--- config.mk ---
export PLATFORM = sky130hd
export DESIGN_NAME = m2m4_snr_estimator_top
export DESIGN_NICKNAME = d
export VERILOG_FILES = /design/src/sv/m2m4_pkg.sv /design/src/sv/m2m4_front.sv /design/src/sv/m2m4_fifo.sv /design/src/sv/m2m4_isqrt.sv /design/src/sv/m2m4_core.sv /design/src/sv/m2m4_snr_estimator_top.sv
export SDC_FILE = /design/constraint.sdc
export NUM_CORES = 2
export LEC_CHECK = 0
export CORE_UTILIZATION = 41
export CTS_CLUSTER_SIZE = 30
export DETAILED_ROUTE_END_ITERATION = 10
export DONT_BUFFER_PORTS = 1
export PLACE_DENSITY_LB_ADDON = 0.15
export SKIP_LAST_GASP = 1
export SLEW_MARGIN = 5
export SYNTH_ARGS = -nofsm -noshare
export SYNTH_HDL_FRONTEND = slang
export SYNTH_SLANG_ARGS = --single-unit
--- constraint.sdc ---
create_clock -name aclk -period 29.5 [get_ports aclk]
set_clock_uncertainty 0.2 [all_clocks]
set_input_delay 2.95 -clock aclk [delete_from_list [all_inputs] [get_ports aclk]]
set_output_delay 2.95 -clock aclk [all_outputs]
set_load 0.01 [all_outputs]
--- src/sv/m2m4_pkg.sv ---
// ----------------------------------------------------------------------------
// m2m4 estimator package
// widths, item types and the step table of the shared multiply-accumulate
// ----------------------------------------------------------------------------
package m2m4_pkg;

    localparam int SAMPLE_W    = 12;
    localparam int MAG_W       = 12;
    localparam int ALPHA_W     = 16;
    localparam int BETA_W      = 17;
    localparam int FRAC_BITS   = 16;
    localparam int POW_W       = 24;
    localparam int P2_W        = 48;
    localparam int M2_W        = 40;
    localparam int M4_W        = 62;
    localparam int OPND_W      = 24;
    localparam int PROD_W      = 2 * OPND_W;
    localparam int ACC_W       = 80;
    localparam int SQ2_W       = 63;
    localparam int RAD_W       = 48;
    localparam int SIG_W       = 24;
    localparam int NOISE_W     = 25;
    localparam int REM_W       = 26;
    localparam int SQRT_STEPS  = 24;
    localparam int SQRT_CNT_W  = 5;
    localparam int MAC_STEPS   = 15;
    localparam int STEP_W      = 4;
    localparam int QUEUE_DEPTH = 2;
    localparam int QPTR_W      = 1;
    localparam int QCNT_W      = 2;

    localparam logic [ALPHA_W-1:0] ALPHA_RESET = 16'd66;

    typedef struct packed {
        logic [MAG_W-1:0] mag_i;
        logic [MAG_W-1:0] mag_q;
        logic             last;
    } q_entry_t;

    typedef enum logic [2:0] {
        OPA_MAG_I,
        OPA_MAG_Q,
        OPA_P,
        OPA_BETA,
        OPA_ALPHA,
        OPA_M2_LO,
        OPA_M2_HI
    } opa_t;

    typedef enum logic [3:0] {
        OPB_MAG_I,
        OPB_MAG_Q,
        OPB_P,
        OPB_M2_LO,
        OPB_M2_HI,
        OPB_M4_0,
        OPB_M4_1,
        OPB_M4_2,
        OPB_P2_LO,
        OPB_P2_HI
    } opb_t;

    typedef enum logic [2:0] {
        SH_0,
        SH_16,
        SH_24,
        SH_40,
        SH_48
    } shift_t;

    typedef enum logic [2:0] {
        WR_NONE,
        WR_P,
        WR_P2,
        WR_M2,
        WR_M4
    } wsel_t;

    typedef struct packed {
        opa_t   opa;
        opb_t   opb;
        shift_t sh;
        logic   clr;
        wsel_t  wsel;
    } mac_ctrl_t;

    // power, fourth moment, both averages, then the square of the new m2
    function automatic mac_ctrl_t mac_step(input logic [STEP_W-1:0] step);
        mac_ctrl_t c;
        case (step)
            4'd0:  c = '{OPA_MAG_I, OPB_MAG_I, SH_0,  1'b1, WR_NONE};
            4'd1:  c = '{OPA_MAG_Q, OPB_MAG_Q, SH_0,  1'b0, WR_P};
            4'd2:  c = '{OPA_P,     OPB_P,     SH_0,  1'b1, WR_P2};
            4'd3:  c = '{OPA_BETA,  OPB_M2_LO, SH_0,  1'b1, WR_NONE};
            4'd4:  c = '{OPA_BETA,  OPB_M2_HI, SH_24, 1'b0, WR_NONE};
            4'd5:  c = '{OPA_ALPHA, OPB_P,     SH_16, 1'b0, WR_M2};
            4'd6:  c = '{OPA_BETA,  OPB_M4_0,  SH_0,  1'b1, WR_NONE};
            4'd7:  c = '{OPA_BETA,  OPB_M4_1,  SH_24, 1'b0, WR_NONE};
            4'd8:  c = '{OPA_BETA,  OPB_M4_2,  SH_48, 1'b0, WR_NONE};
            4'd9:  c = '{OPA_ALPHA, OPB_P2_LO, SH_16, 1'b0, WR_NONE};
            4'd10: c = '{OPA_ALPHA, OPB_P2_HI, SH_40, 1'b0, WR_M4};
            4'd11: c = '{OPA_M2_LO, OPB_M2_LO, SH_0,  1'b1, WR_NONE};
            4'd12: c = '{OPA_M2_LO, OPB_M2_HI, SH_24, 1'b0, WR_NONE};
            4'd13: c = '{OPA_M2_HI, OPB_M2_LO, SH_24, 1'b0, WR_NONE};
            4'd14: c = '{OPA_M2_HI, OPB_M2_HI, SH_48, 1'b0, WR_NONE};
            default: c = '{OPA_MAG_I, OPB_MAG_I, SH_0, 1'b1, WR_NONE};
        endcase
        return c;
    endfunction

endpackage

--- src/sv/m2m4_front.sv ---
// ----------------------------------------------------------------------------
// m2m4 front end
// accepts sample items, takes the magnitudes of I and Q, feeds the queue
// ----------------------------------------------------------------------------
module m2m4_front import m2m4_pkg::*; (
    input  logic                       aclk,
    input  logic                       aresetn,
    input  logic                       s_valid,
    output logic                       s_ready,
    input  logic signed [SAMPLE_W-1:0] s_sample_i,
    input  logic signed [SAMPLE_W-1:0] s_sample_q,
    input  logic                       s_block_last,
    output logic                       q_valid,
    input  logic                       q_ready,
    output q_entry_t                   q_data
);

    logic     fe_valid_reg;
    logic     fe_valid_next;
    q_entry_t fe_data_reg;
    q_entry_t fe_data_next;
    logic     accept;

    assign s_ready = !fe_valid_reg || q_ready;
    assign accept  = s_valid && s_ready;
    assign q_valid = fe_valid_reg;
    assign q_data  = fe_data_reg;

    always_comb begin
        fe_data_next.mag_i = s_sample_i[SAMPLE_W-1] ? MAG_W'(~s_sample_i + 1'b1)
                                                    : MAG_W'(s_sample_i);
        fe_data_next.mag_q = s_sample_q[SAMPLE_W-1] ? MAG_W'(~s_sample_q + 1'b1)
                                                    : MAG_W'(s_sample_q);
        fe_data_next.last  = s_block_last;
        if (accept) begin
            fe_valid_next = 1'b1;
        end else if (q_ready) begin
            fe_valid_next = 1'b0;
        end else begin
            fe_valid_next = fe_valid_reg;
        end
    end

    always_ff @(posedge aclk) begin
        if (!aresetn) begin
            fe_valid_reg <= 1'b0;
        end else begin
            fe_valid_reg <= fe_valid_next;
        end
    end

    always_ff @(posedge aclk) begin
        if (accept) begin
            fe_data_reg <= fe_data_next;
        end
    end

endmodule

--- src/sv/m2m4_fifo.sv ---
// ----------------------------------------------------------------------------
// m2m4 item queue
// two-entry queue between the front end and the arithmetic core
// ----------------------------------------------------------------------------
module m2m4_fifo import m2m4_pkg::*; (
    input  logic     aclk,
    input  logic     aresetn,
    input  logic     in_valid,
    output logic     in_ready,
    input  q_entry_t in_data,
    output logic     out_valid,
    input  logic     out_pop,
    output q_entry_t out_data
);

    q_entry_t           mem_reg [QUEUE_DEPTH];
    logic [QPTR_W-1:0]  wr_ptr_reg;
    logic [QPTR_W-1:0]  rd_ptr_reg;
    logic [QCNT_W-1:0]  count_reg;
    logic               push;
    logic               pop;

    assign in_ready  = count_reg != QCNT_W'(QUEUE_DEPTH);
    assign out_valid = count_reg != '0;
    assign out_data  = mem_reg[rd_ptr_reg];
    assign push      = in_valid && in_ready;
    assign pop       = out_valid && out_pop;

    always_ff @(posedge aclk) begin
        if (!aresetn) begin
            wr_ptr_reg <= '0;
            rd_ptr_reg <= '0;
            count_reg  <= '0;
        end else begin
            if (push) begin
                wr_ptr_reg <= wr_ptr_reg + 1'b1;
            end
            if (pop) begin
                rd_ptr_reg <= rd_ptr_reg + 1'b1;
            end
            if (push && !pop) begin
                count_reg <= count_reg + 1'b1;
            end else if (pop && !push) begin
                count_reg <= count_reg - 1'b1;
            end
        end
    end

    always_ff @(posedge aclk) begin
        if (push) begin
            mem_reg[wr_ptr_reg] <= in_data;
        end
    end

    a_count_bound: assert property (@(posedge aclk) disable iff (!aresetn)
        count_reg <= QCNT_W'(QUEUE_DEPTH))
        else $error("queue count beyond depth");

    a_count_up: assert property (@(posedge aclk) disable iff (!aresetn)
        push && !pop |=> count_reg == $past(count_reg) + 1'b1)
        else $error("queue count missed a push");

    a_count_down: assert property (@(posedge aclk) disable iff (!aresetn)
        pop && !push |=> count_reg == $past(count_reg) - 1'b1)
        else $error("queue count missed a pop");

endmodule

--- src/sv/m2m4_isqrt.sv ---
// ----------------------------------------------------------------------------
// m2m4 integer square root
// floor square root of a 48-bit value, one result bit per cycle
// ----------------------------------------------------------------------------
module m2m4_isqrt import m2m4_pkg::*; (
    input  logic             aclk,
    input  logic             aresetn,
    input  logic             start,
    input  logic [RAD_W-1:0] radicand,
    output logic             busy,
    output logic [SIG_W-1:0] root
);

    logic [RAD_W-1:0]      rad_reg;
    logic [REM_W-1:0]      rem_reg;
    logic [SIG_W-1:0]      root_reg;
    logic [SQRT_CNT_W-1:0] cnt_reg;
    logic                  busy_reg;
    logic [REM_W+1:0]      rem_sh;
    logic [REM_W+1:0]      trial;
    logic [REM_W+1:0]      rem_sub;
    logic                  ge;

    assign busy = busy_reg;
    assign root = root_reg;

    always_comb begin
        rem_sh  = {rem_reg, rad_reg[RAD_W-1 -: 2]};
        trial   = {2'b00, root_reg, 2'b01};
        ge      = rem_sh >= trial;
        rem_sub = rem_sh - trial;
    end

    always_ff @(posedge aclk) begin
        if (!aresetn) begin
            busy_reg <= 1'b0;
            cnt_reg  <= '0;
        end else if (start) begin
            busy_reg <= 1'b1;
            cnt_reg  <= '0;
        end else if (busy_reg) begin
            cnt_reg <= cnt_reg + 1'b1;
            if (cnt_reg == SQRT_CNT_W'(SQRT_STEPS - 1)) begin
                busy_reg <= 1'b0;
            end
        end
    end

    always_ff @(posedge aclk) begin
        if (start) begin
            rad_reg  <= radicand;
            rem_reg  <= '0;
            root_reg <= '0;
        end else if (busy_reg) begin
            rad_reg  <= rad_reg << 2;
            rem_reg  <= ge ? rem_sub[REM_W-1:0] : rem_sh[REM_W-1:0];
            root_reg <= {root_reg[SIG_W-2:0], ge};
        end
    end

endmodule

--- src/sv/m2m4_core.sv ---
// ----------------------------------------------------------------------------
// m2m4 arithmetic core
// moving averages of power and fourth moment on a shared 24x24 multiply-
// accumulate, then the m2m4 signal and noise estimate
// ----------------------------------------------------------------------------
module m2m4_core import m2m4_pkg::*; (
    input  logic                      aclk,
    input  logic                      aresetn,
    input  logic                      cfg_valid,
    output logic                      cfg_ready,
    input  logic [ALPHA_W-1:0]        cfg_alpha_q16,
    input  logic                      q_valid,
    input  q_entry_t                  q_data,
    output logic                      q_pop,
    output logic                      sq_start,
    output logic [RAD_W-1:0]          sq_radicand,
    input  logic                      sq_busy,
    input  logic [SIG_W-1:0]          sq_root,
    output logic                      m_valid,
    input  logic                      m_ready,
    output logic [SIG_W-1:0]          m_signal_power,
    output logic signed [NOISE_W-1:0] m_noise_power,
    output logic                      m_block_last_res
);

    typedef enum logic [3:0] {
        ST_IDLE = 4'b0001,
        ST_MAC  = 4'b0010,
        ST_DIFF = 4'b0100,
        ST_SQRT = 4'b1000
    } core_state_t;

    core_state_t          state_reg;
    core_state_t          state_next;
    logic [STEP_W-1:0]    step_reg;
    logic [STEP_W-1:0]    step_next;
    logic [ALPHA_W-1:0]   alpha_reg;
    logic [BETA_W-1:0]    beta;
    logic [M2_W-1:0]      m2_reg;
    logic [M4_W-1:0]      m4_reg;
    logic [POW_W-1:0]     p_reg;
    logic [P2_W-1:0]      p2_reg;
    logic [ACC_W-1:0]     acc_reg;
    logic [ACC_W-1:0]     acc_next;
    q_entry_t             item_reg;
    mac_ctrl_t            ctrl;
    logic [OPND_W-1:0]    a_op;
    logic [OPND_W-1:0]    b_op;
    logic [PROD_W-1:0]    prod;
    logic [ACC_W-1:0]     prod_sh;
    logic [SQ2_W-1:0]     sq2;
    logic [SQ2_W-1:0]     sq2_diff;
    logic                 m_valid_reg;
    logic [SIG_W-1:0]     signal_reg;
    logic [NOISE_W-1:0]   noise_reg;
    logic                 last_res_reg;
    logic                 out_load;
    logic                 mac_run;

    assign cfg_ready        = 1'b1;
    assign beta             = BETA_W'(1) << ALPHA_W;
    assign m_valid          = m_valid_reg;
    assign m_signal_power   = signal_reg;
    assign m_noise_power    = $signed(noise_reg);
    assign m_block_last_res = last_res_reg;

    assign q_pop    = (state_reg == ST_IDLE) && q_valid;
    assign mac_run  = state_reg == ST_MAC;
    assign out_load = (state_reg == ST_SQRT) && !sq_busy && (!m_valid_reg || m_ready);
    assign sq_start = state_reg == ST_DIFF;

    // operand select and multiply-accumulate
    always_comb begin
        ctrl = mac_step(step_reg);
        case (ctrl.opa)
            OPA_MAG_I: a_op = OPND_W'(item_reg.mag_i);
            OPA_MAG_Q: a_op = OPND_W'(item_reg.mag_q);
            OPA_P:     a_op = p_reg;
            OPA_BETA:  a_op = OPND_W'(beta - BETA_W'(alpha_reg));
            OPA_ALPHA: a_op = OPND_W'(alpha_reg);
            OPA_M2_LO: a_op = m2_reg[OPND_W-1:0];
            OPA_M2_HI: a_op = OPND_W'(m2_reg[M2_W-1:OPND_W]);
            default:   a_op = '0;
        endcase
        case (ctrl.opb)
            OPB_MAG_I: b_op = OPND_W'(item_reg.mag_i);
            OPB_MAG_Q: b_op = OPND_W'(item_reg.mag_q);
            OPB_P:     b_op = p_reg;
            OPB_M2_LO: b_op = m2_reg[OPND_W-1:0];
            OPB_M2_HI: b_op = OPND_W'(m2_reg[M2_W-1:OPND_W]);
            OPB_M4_0:  b_op = m4_reg[OPND_W-1:0];
            OPB_M4_1:  b_op = m4_reg[2*OPND_W-1:OPND_W];
            OPB_M4_2:  b_op = OPND_W'(m4_reg[M4_W-1:2*OPND_W]);
            OPB_P2_LO: b_op = p2_reg[OPND_W-1:0];
            OPB_P2_HI: b_op = p2_reg[P2_W-1:OPND_W];
            default:   b_op = '0;
        endcase
        prod = a_op * b_op;
        case (ctrl.sh)
            SH_0:    prod_sh = ACC_W'(prod);
            SH_16:   prod_sh = ACC_W'(prod) << 16;
            SH_24:   prod_sh = ACC_W'(prod) << 24;
            SH_40:   prod_sh = ACC_W'(prod) << 40;
            SH_48:   prod_sh = ACC_W'(prod) << 48;
            default: prod_sh = ACC_W'(prod);
        endcase
        acc_next = (ctrl.clr ? '0 : acc_reg) + prod_sh;
    end

    // 2*m2^2 scaled down, less m4, scaled down again
    always_comb begin
        sq2      = acc_reg[2*M2_W-3:FRAC_BITS-1];
        sq2_diff = sq2 - SQ2_W'(m4_reg);
        if (sq2 > SQ2_W'(m4_reg)) begin
            sq_radicand = RAD_W'(sq2_diff[SQ2_W-1:FRAC_BITS]);
        end else begin
            sq_radicand = '0;
        end
    end

    always_comb begin
        state_next = state_reg;
        step_next  = step_reg;
        case (state_reg)
            ST_IDLE: begin
                step_next = '0;
                if (q_valid) begin
                    state_next = ST_MAC;
                end
            end
            ST_MAC: begin
                step_next = step_reg + 1'b1;
                if (step_reg == STEP_W'(MAC_STEPS - 1)) begin
                    state_next = ST_DIFF;
                end
            end
            ST_DIFF: begin
                state_next = ST_SQRT;
            end
            ST_SQRT: begin
                if (out_load) begin
                    state_next = ST_IDLE;
                end
            end
            default: begin
                state_next = ST_IDLE;
            end
        endcase
    end

    always_ff @(posedge aclk) begin
        if (!aresetn) begin
            state_reg   <= ST_IDLE;
            step_reg    <= '0;
            alpha_reg   <= ALPHA_RESET;
            m2_reg      <= '0;
            m4_reg      <= '0;
            m_valid_reg <= 1'b0;
        end else begin
            state_reg <= state_next;
            step_reg  <= step_next;
            if (cfg_valid) begin
                alpha_reg <= cfg_alpha_q16;
            end
            if (mac_run && ctrl.wsel == WR_M2) begin
                m2_reg <= acc_next[M2_W+FRAC_BITS-1:FRAC_BITS];
            end
            if (mac_run && ctrl.wsel == WR_M4) begin
                m4_reg <= acc_next[M4_W+FRAC_BITS-1:FRAC_BITS];
            end
            if (out_load) begin
                m_valid_reg <= 1'b1;
            end else if (m_ready) begin
                m_valid_reg <= 1'b0;
            end
        end
    end

    always_ff @(posedge aclk) begin
        if (q_pop) begin
            item_reg <= q_data;
        end
        if (mac_run) begin
            acc_reg <= acc_next;
        end
        if (mac_run && ctrl.wsel == WR_P) begin
            p_reg <= acc_next[POW_W-1:0];
        end
        if (mac_run && ctrl.wsel == WR_P2) begin
            p2_reg <= acc_next[P2_W-1:0];
        end
        if (out_load) begin
            signal_reg   <= sq_root;
            noise_reg    <= {1'b0, m2_reg[M2_W-1:FRAC_BITS]} - {1'b0, sq_root};
            last_res_reg <= item_reg.last;
        end
    end

    a_start_free: assert property (@(posedge aclk) disable iff (!aresetn)
        sq_start |-> !sq_busy)
        else $error("root unit started while busy");

    a_diff_to_sqrt: assert property (@(posedge aclk) disable iff (!aresetn)
        state_reg == ST_DIFF |=> state_reg == ST_SQRT && sq_busy)
        else $error("root unit did not start after the difference");

    a_load_result: assert property (@(posedge aclk) disable iff (!aresetn)
        out_load |=> state_reg == ST_IDLE && m_valid_reg)
        else $error("result load did not finish the item");

    a_avg_hold: assert property (@(posedge aclk) disable iff (!aresetn)
        state_reg != ST_MAC |=> $stable(m2_reg) && $stable(m4_reg))
        else $error("averages changed outside the accumulate phase");

endmodule

--- src/sv/m2m4_snr_estimator_top.sv ---
// ----------------------------------------------------------------------------
// m2m4 snr estimator, top level
// one result per complex sample: m2m4 signal power and signed noise power
// ----------------------------------------------------------------------------
// items: the core takes the next item from the queue only after 15 passes
//   through the shared 24x24 multiply-accumulate and the bit-serial square root
// reset: synchronous, active low; averages cleared, alpha back to 66,
//   queue and result register emptied
// ----------------------------------------------------------------------------
module m2m4_snr_estimator_top import m2m4_pkg::*; (
    input  logic                      aclk,
    input  logic                      aresetn,
    input  logic                      cfg_valid,
    output logic                      cfg_ready,
    input  logic [ALPHA_W-1:0]        cfg_alpha_q16,
    input  logic                      s_valid,
    output logic                      s_ready,
    input  logic signed [SAMPLE_W-1:0] s_sample_i,
    input  logic signed [SAMPLE_W-1:0] s_sample_q,
    input  logic                      s_block_last,
    output logic                      m_valid,
    input  logic                      m_ready,
    output logic [SIG_W-1:0]          m_signal_power,
    output logic signed [NOISE_W-1:0] m_noise_power,
    output logic                      m_block_last_res
);

    logic             fe_valid;
    logic             fe_ready;
    q_entry_t         fe_data;
    logic             q_valid;
    logic             q_pop;
    q_entry_t         q_data;
    logic             sq_start;
    logic [RAD_W-1:0] sq_radicand;
    logic             sq_busy;
    logic [SIG_W-1:0] sq_root;

    m2m4_front u_front (
        .aclk         (aclk),
        .aresetn      (aresetn),
        .s_valid      (s_valid),
        .s_ready      (s_ready),
        .s_sample_i   (s_sample_i),
        .s_sample_q   (s_sample_q),
        .s_block_last (s_block_last),
        .q_valid      (fe_valid),
        .q_ready      (fe_ready),
        .q_data       (fe_data)
    );

    m2m4_fifo u_fifo (
        .aclk      (aclk),
        .aresetn   (aresetn),
        .in_valid  (fe_valid),
        .in_ready  (fe_ready),
        .in_data   (fe_data),
        .out_valid (q_valid),
        .out_pop   (q_pop),
        .out_data  (q_data)
    );

    m2m4_isqrt u_isqrt (
        .aclk     (aclk),
        .aresetn  (aresetn),
        .start    (sq_start),
        .radicand (sq_radicand),
        .busy     (sq_busy),
        .root     (sq_root)
    );

    m2m4_core u_core (
        .aclk             (aclk),
        .aresetn          (aresetn),
        .cfg_valid        (cfg_valid),
        .cfg_ready        (cfg_ready),
        .cfg_alpha_q16    (cfg_alpha_q16),
        .q_valid          (q_valid),
        .q_data           (q_data),
        .q_pop            (q_pop),
        .sq_start         (sq_start),
        .sq_radicand      (sq_radicand),
        .sq_busy          (sq_busy),
        .sq_root          (sq_root),
        .m_valid          (m_valid),
        .m_ready          (m_ready),
        .m_signal_power   (m_signal_power),
        .m_noise_power    (m_noise_power),
        .m_block_last_res (m_block_last_res)
    );

endmodule

* Word-level counts from Yosys, hierarchy flattened
Memories as Yosys holds them, arrays and structs flattened. A register that Yosys moved wholly into a read port is not among the register bits. Cells that the tools add are included.
Cells by class: add/sub/neg operators 13, $mul 1, order comparisons 2, equal/unequal tests 33, mux-type cells 28, bitwise logic cells 3, reduce and logical (&&, ||, !) cells 29
Operator list (count):
- 80-bit one-hot mux with 4 select lines | 1
- 24-bit one-hot mux with 10 select lines | 1
- 24-bit one-hot mux with 7 select lines | 1
- 48-bit 2-to-1 mux | 2
- 80-bit adder | 1
- 80-bit 2-to-1 mux | 1
- 63-bit by 62-bit greater-than comparator with 1-bit output | 1
- 63-bit by 62-bit subtractor with 63-bit output | 1
- 24-bit by 24-bit multiplier with 48-bit output | 1
- 47-bit 2-to-1 mux | 1
- 28-bit by 26-bit >= comparator with 1-bit output | 1
- 26-bit 2-to-1 mux | 1
- 26-bit subtractor | 1
- 24-bit by 24-bit subtractor with 25-bit output | 1
- 12-bit by 1-bit adder with 12-bit output, second input constant | 2
- 12-bit inverter | 2
- 11-bit 2-to-1 mux | 2
- 4-bit by 3-bit equality test with 1-bit output, second input constant | 5
- 4-bit 2-to-1 mux | 5
- 3-bit by 2-bit equality test with 1-bit output, second input constant | 6
- 17-bit by 16-bit subtractor with 18-bit output, first input constant | 1
- 4-bit equality test, second input constant | 4
- 4-bit one-hot mux with 4 select lines | 1
- 3-bit equality test, second input constant | 5
- other kinds (23) | 61
Word-level totals: bits in registers 463, memory bits (writable) 50, memory bits (read-only) 224, bits of input ports 46, output and inout port bits 53, logic and storage cells 137, memories kept 2
Memory list:
- (name not given) | words 16, width 14, read ports 1, clocked after memory_dff 1, write ports 0, RTL line m2m4_pkg.sv:90 | case (step)
- u_fifo.mem_reg | words 2, width 25, read ports 1, clocked after memory_dff 1, write ports 1, RTL line m2m4_fifo.sv:16 | q_entry_t mem_reg [QUEUE_DEPTH];

* Logic depth before layout (Yosys ltp)
depth after elaboration 6, gate-level depth with buffers 50, mapped depth without buffers 47

* By module
A second synthesis with hierarchy kept.
Unflattened totals: cells, all modules 5942, area total of the unflattened synthesis 53100.9 sq um
By module, submodules not included:
- m2m4_core | instances 1, cells each 5167, area each 44021.0 sq um, sequential area each 9579.2 sq um
- m2m4_isqrt | instances 1, cells each 577, area each 5776.8 sq um, sequential area each 2562.5 sq um
- m2m4_fifo | instances 1, cells each 102, area each 2040.7 sq um, sequential area each 1601.5 sq um
- m2m4_front | instances 1, cells each 96, area each 1262.5 sq um, sequential area each 770.7 sq um

* Worst setup path after synthesis
Ideal clock, no wire load.
path type register to register, from reg u_core.alpha_reg[2], to reg u_core.acc_reg[70] (data pin), arrival time 10908 ps, data required time 29031 ps, path slack 18123 ps, stages on the path, launching flop included 46, buffers on the path 3, period minus slack after synthesis 11377 ps, path through dfxtp_1 > nor4_1 > nand2_1 > or4_1 > nor3_1 > nand2b_1 > nor2_1 > xnor2_1 > mux2i_1 > o21ai_1 > buf_2 > nand2_1 > fa_1 > inv_1 > fa_1 > inv_1 > fa_1 > fa_1 > (+10 left out) > o21ai_1 > a221o_1 > a221o_1 > a21oi_4 > o21bai_1 > a211oi_1 > nor2_1 > a221o_1 > ha_1 > clkbuf_1 > nand4_1 > nor3_1 > or3b_2 > o22ai_1 > a21oi_1 > or3b_1 > o21ai_0 > xor2_1
On the way: word-level cells in the longest chain between the ends 5
RTL lines:
- start, declared | RTL line m2m4_core.sv:37 | logic [ALPHA_W-1:0] alpha_reg;
- start signal, assigned | RTL line m2m4_core.sv:163 | alpha_reg <= cfg_alpha_q16;
- 17-bit by 16-bit subtractor with 18-bit output | RTL line m2m4_core.sv:79 | OPA_BETA: a_op = OPND_W'(beta - BETA_W'(alpha_reg));
- 24-bit one-hot mux with 7 select lines * | RTL line m2m4_core.sv:75 | case (ctrl.opa)
- 24-bit by 24-bit multiplier with 48-bit output * | RTL line m2m4_core.sv:98 | prod = a_op * b_op;
- 80-bit one-hot mux with 4 select lines * | RTL line m2m4_core.sv:99 | case (ctrl.sh)
- 80-bit adder * | RTL line m2m4_core.sv:107 | acc_next = (ctrl.clr ? '0 : acc_reg) + prod_sh;
- via u_core.acc_next[70] | RTL line m2m4_core.sv:44 | logic [ACC_W-1:0] acc_next;
- end signal, assigned | RTL line m2m4_core.sv:184 | acc_reg <= acc_next;
- end, declared | RTL line m2m4_core.sv:43 | logic [ACC_W-1:0] acc_reg;
Mark *: on every way through the listed nets, which the timed path passes. The rest lies on a longest branch. A chain may end at the register's enable or synchronous reset.

* Worst setup path in the final report
from reg u_core.ctrl[12] (netlist name), to reg u_core.m4_reg[56]
On the way: word-level cells in the longest chain between the ends 5
RTL lines:
- 3-bit equality test, or another cell as far along | RTL line m2m4_core.sv:75
- 24-bit one-hot mux with 7 select lines * | RTL line m2m4_core.sv:75
- 24-bit by 24-bit multiplier with 48-bit output * | RTL line m2m4_core.sv:98
- 80-bit one-hot mux with 4 select lines * | RTL line m2m4_core.sv:99
- 80-bit adder * | RTL line m2m4_core.sv:107
- via u_core.acc_next[72] | RTL line m2m4_core.sv:44
- end signal, assigned | RTL line m2m4_core.sv:169 | m4_reg <= acc_next[M4_W+FRAC_BITS-1:FRAC_BITS];
- end, declared | RTL line m2m4_core.sv:40 | logic [M4_W-1:0] m4_reg;
Marked as above.

==> results.py <==
metrics = {
    "timing": {
        "tns_ps": 0,
        "slew_viol_final": 0,
        "timing.final.crit_share_pct": 46.91,
        "tightest_slew_ps": 1426,
        "rsz0062_at_grt": "no",
        "hold_viol": 0,
        "finalSetupViolations": 0,
        "slew_headroom_pct": 3.957,
        "post-route-min-period_ps": 13840,
        "fmax_mhz": 72.27,
    },
    "logic_synthesis": {
        "ys_ff_latch": 550,
        "synth_cells": 5910,
        "synth.most_common_cell": "inv_1",
        "synthArstFlopShare_pct": 0,
        "yosys-top-cells-area": "edfxtp_1 (20%), fa_1 (18%), ha_1 (8.9%), dfxtp_1 (7.6%), inv_1 (5.7%)",
        "yosysUniqueCellTypes": 95,
        "yosysTopAreaCellShare_pct": 19.73,
        "synth_area_um2": 52970,
        "synth_area_leader_cell": "edfxtp_1",
        "synth_flop_cell": "edfxtp_1",
        "synthesis.nets": 6817,
        "synth_common_cells": "inv_1 (809), nand2_1 (771), fa_1 (484)",
        "seq_area_frac_synth_pct": 27.36,
        "avgSynthCellArea_um2": 8.963,
        "yosysWarnings": 0,
        "synth-edff-count": 348,
    },
    "placed_design": {
        "place.gp.congestion": 1.029,
        "port_buffers": 0,
        "dp_hpwl_um": 160800,
    },
    "clocking": {
        "cts.sinks": 550,
        "cts_resized": 0,
        "clkTransAtPathRegs_ps": 60,
        "numCtsBuffers": 59,
        "root_buffer": "clkbuf_16",
        "cts_tree": "yes",
        "htreeDepth": 2,
        "postCtsSetupBuffers": 0,
        "clk_latency_ps": 690,
        "cts.path.max_buffers": 3,
        "cts_hold_buf": 0,
    },
    "status": {
        "status": "finished clean",
    },
    "final_layout": {
        "largest_reg_flops": 78,
        "area_growth_pct": 7.245,
        "nets": 6695,
        "drive_above_1_share_pct": 5.397,
    },
    "worst_setup_path": {
        "crit_type": "flip-flop to flip-flop",
        "slowest_stage": "o41ai_1",
        "cp.required_ps": 29880,
        "cp_data_arrival_time_ps": 14220,
        "path_max_fanout": 28,
        "reg2reg_slack_ps": 15660,
        "r2r-end": "u_core.m4_reg[56]",
        "path_common_cell": "fa_1",
        "r2r_cells": 39,
        "cp-end-kind": "flip-flop",
        "r2r-start": "u_core.ctrl[12]",
        "startpoint_type": "flip-flop",
        "slowest_delay_ps": 1040,
    },
    "die": {
        "io_pins": 99,
        "die_area_um2": 130600,
        "die_y_um": 361.4,
        "die_w_um": 361.4,
        "core_area_um2": 127800,
        "start_util_pct": 41.43,
        "rows": 131,
    },
    "global_route": {
        "grt_use_total_pct": 30.79,
        "grt_pass1_vias": 42823,
        "grt_max_degree": 157,
        "grt_overflow": 0,
        "antenna_found_initial": 12,
        "grt_pass1_wl_um": 295300,
    },
    "run": {
        "cap_violations": 0,
    },
    "drt": {
        "num_vias": 43870,
        "wl_per_cell_um": 27.09,
        "ant_nets": 0,
        "drt-initial-drc-count": 4442,
        "drc_errors": 0,
        "drt-pass1-iter-count": 6,
        "wirelength_um": 203300,
        "viasPerCell": 5.848,
    },
    "min_path": {
        "holdPathStages": 0,
        "min_path_type": "flip-flop to flip-flop",
        "hold-path-endpoint": "u_fifo.mem_reg[1][23]",
        "min-delay-start": "u_front.q_data[23]",
    },
}
[metrics by stage]
step / setup slack (ps) / util, % / hold slack [ps] / instances / area, um2
after floorplan: 18120 / - / 200.3 / 5910 / 52970
after global placement: 15860 / 42.90 / 227.4 / 7389 / 54840
after detailed placement: 15830 / 42.90 / 233.5 / 7389 / 54840
after CTS: 15790 / 44.43 / 247.8 / 7499 / 56800
after global routing: 14940 / 44.43 / 254.3 / 7499 / 56800
final: 15660 / 44.43 / 249.1 / 7502 / 56810
[critical path, delay by kind of cell, from the launching register on]
family          cells  cell delay (ps)
xor+xnor            1              220
simple gates        8             2570
buf+inv             6              620
compound gates     15             5340
fa+ha+maj           9             4460
flops               1              320
[area by class of cell]
type | count | area [um2]
Sequential cell | 550 | 14500
Multi-Input combinational cell | 4265 | 34460
Clock inverter | 39 | 415.4
Inverter | 811 | 3045
Timing Repair Buffer | 101 | 758.2
Tap cell | 1662 | 2079
Antenna cell | 3 | 7.507
Clock buffer | 71 | 1541
Fill cell | 12709 | 71040
[cell families (layout without fill, tap and decap cells)]
| family | count (synthesis) | in the layout | share of synthesized area [%] |
|---|---|---|---|
| compound gates | 1235 | 1235 | 15.80 |
| mux | 120 | 120 | 2.532 |
| fa+ha+maj | 861 | 861 | 27.20 |
| simple gates | 1819 | 1819 | 15.46 |
| flops | 550 | 550 | 27.36 |
| xor+xnor | 229 | 229 | 3.786 |
| other cells | 1 | 4 | 0.007080 |
| buf+inv | 1095 | 1022 | 7.854 |
[metal layers]
metal	vias to the layer above	share of wire, %	GRT usage, %
li1	19731	-	-
met1	21945	44	44.09
met2	1851	43	45.87
met3	339	9.1	6.422
met4	4	3.9	10.50
met5	-	0.037	0
[how the worst max path moves through the flow]
stage | slack [ps] | to | start | cells after the start
after detailed placement | 15830 | u_core.m4_reg[59] | u_core.ctrl[12] | 39
after global placement | 15860 | u_core.m4_reg[59] | u_core.ctrl[12] | 39
after CTS | 15790 | u_core.m4_reg[59] | u_core.ctrl[12] | 39
after global routing | 14940 | u_core.m4_reg[56] | u_core.ctrl[12] | 39
final | 15660 | u_core.m4_reg[56] | u_core.ctrl[12] | 39
after floorplan | 18120 | u_core.acc_reg[70] | u_core.alpha_reg[2] | 45
[placed cells by master (no fill, tap or decap), types with 16 or more instances in the layout]
cell type  instances
nor2_1           460
edfxtp_1         348
o22ai_1           28
o21bai_1          46
nor3_1            61
a211oi_1          34
inv_1            808
and4_1            16
mux2i_1           79
clkbuf_16         59
nand4_1           63
nand2b_1          41
o221ai_1          21
xor2_1            77
o211ai_1          19
xnor2_1          151
o21ai_0          203
o21a_1            28
buf_4            101
a22o_1            54
a21boi_0          93
nand3_1           89
nand2_1          771
nor2b_1          121
o31ai_1           17
mux2_2            32
and3_1            33
ha_1             377
a21o_1           126
fa_1             484
a22oi_1          103
dfxtp_1          198
a21oi_1          269
and2_1            60
or3_1             24
a31oi_1           35
Power is left out: the tool's default activity adds up to more than one toggle a clock period on the data nets, which glitch-free logic cannot reach.
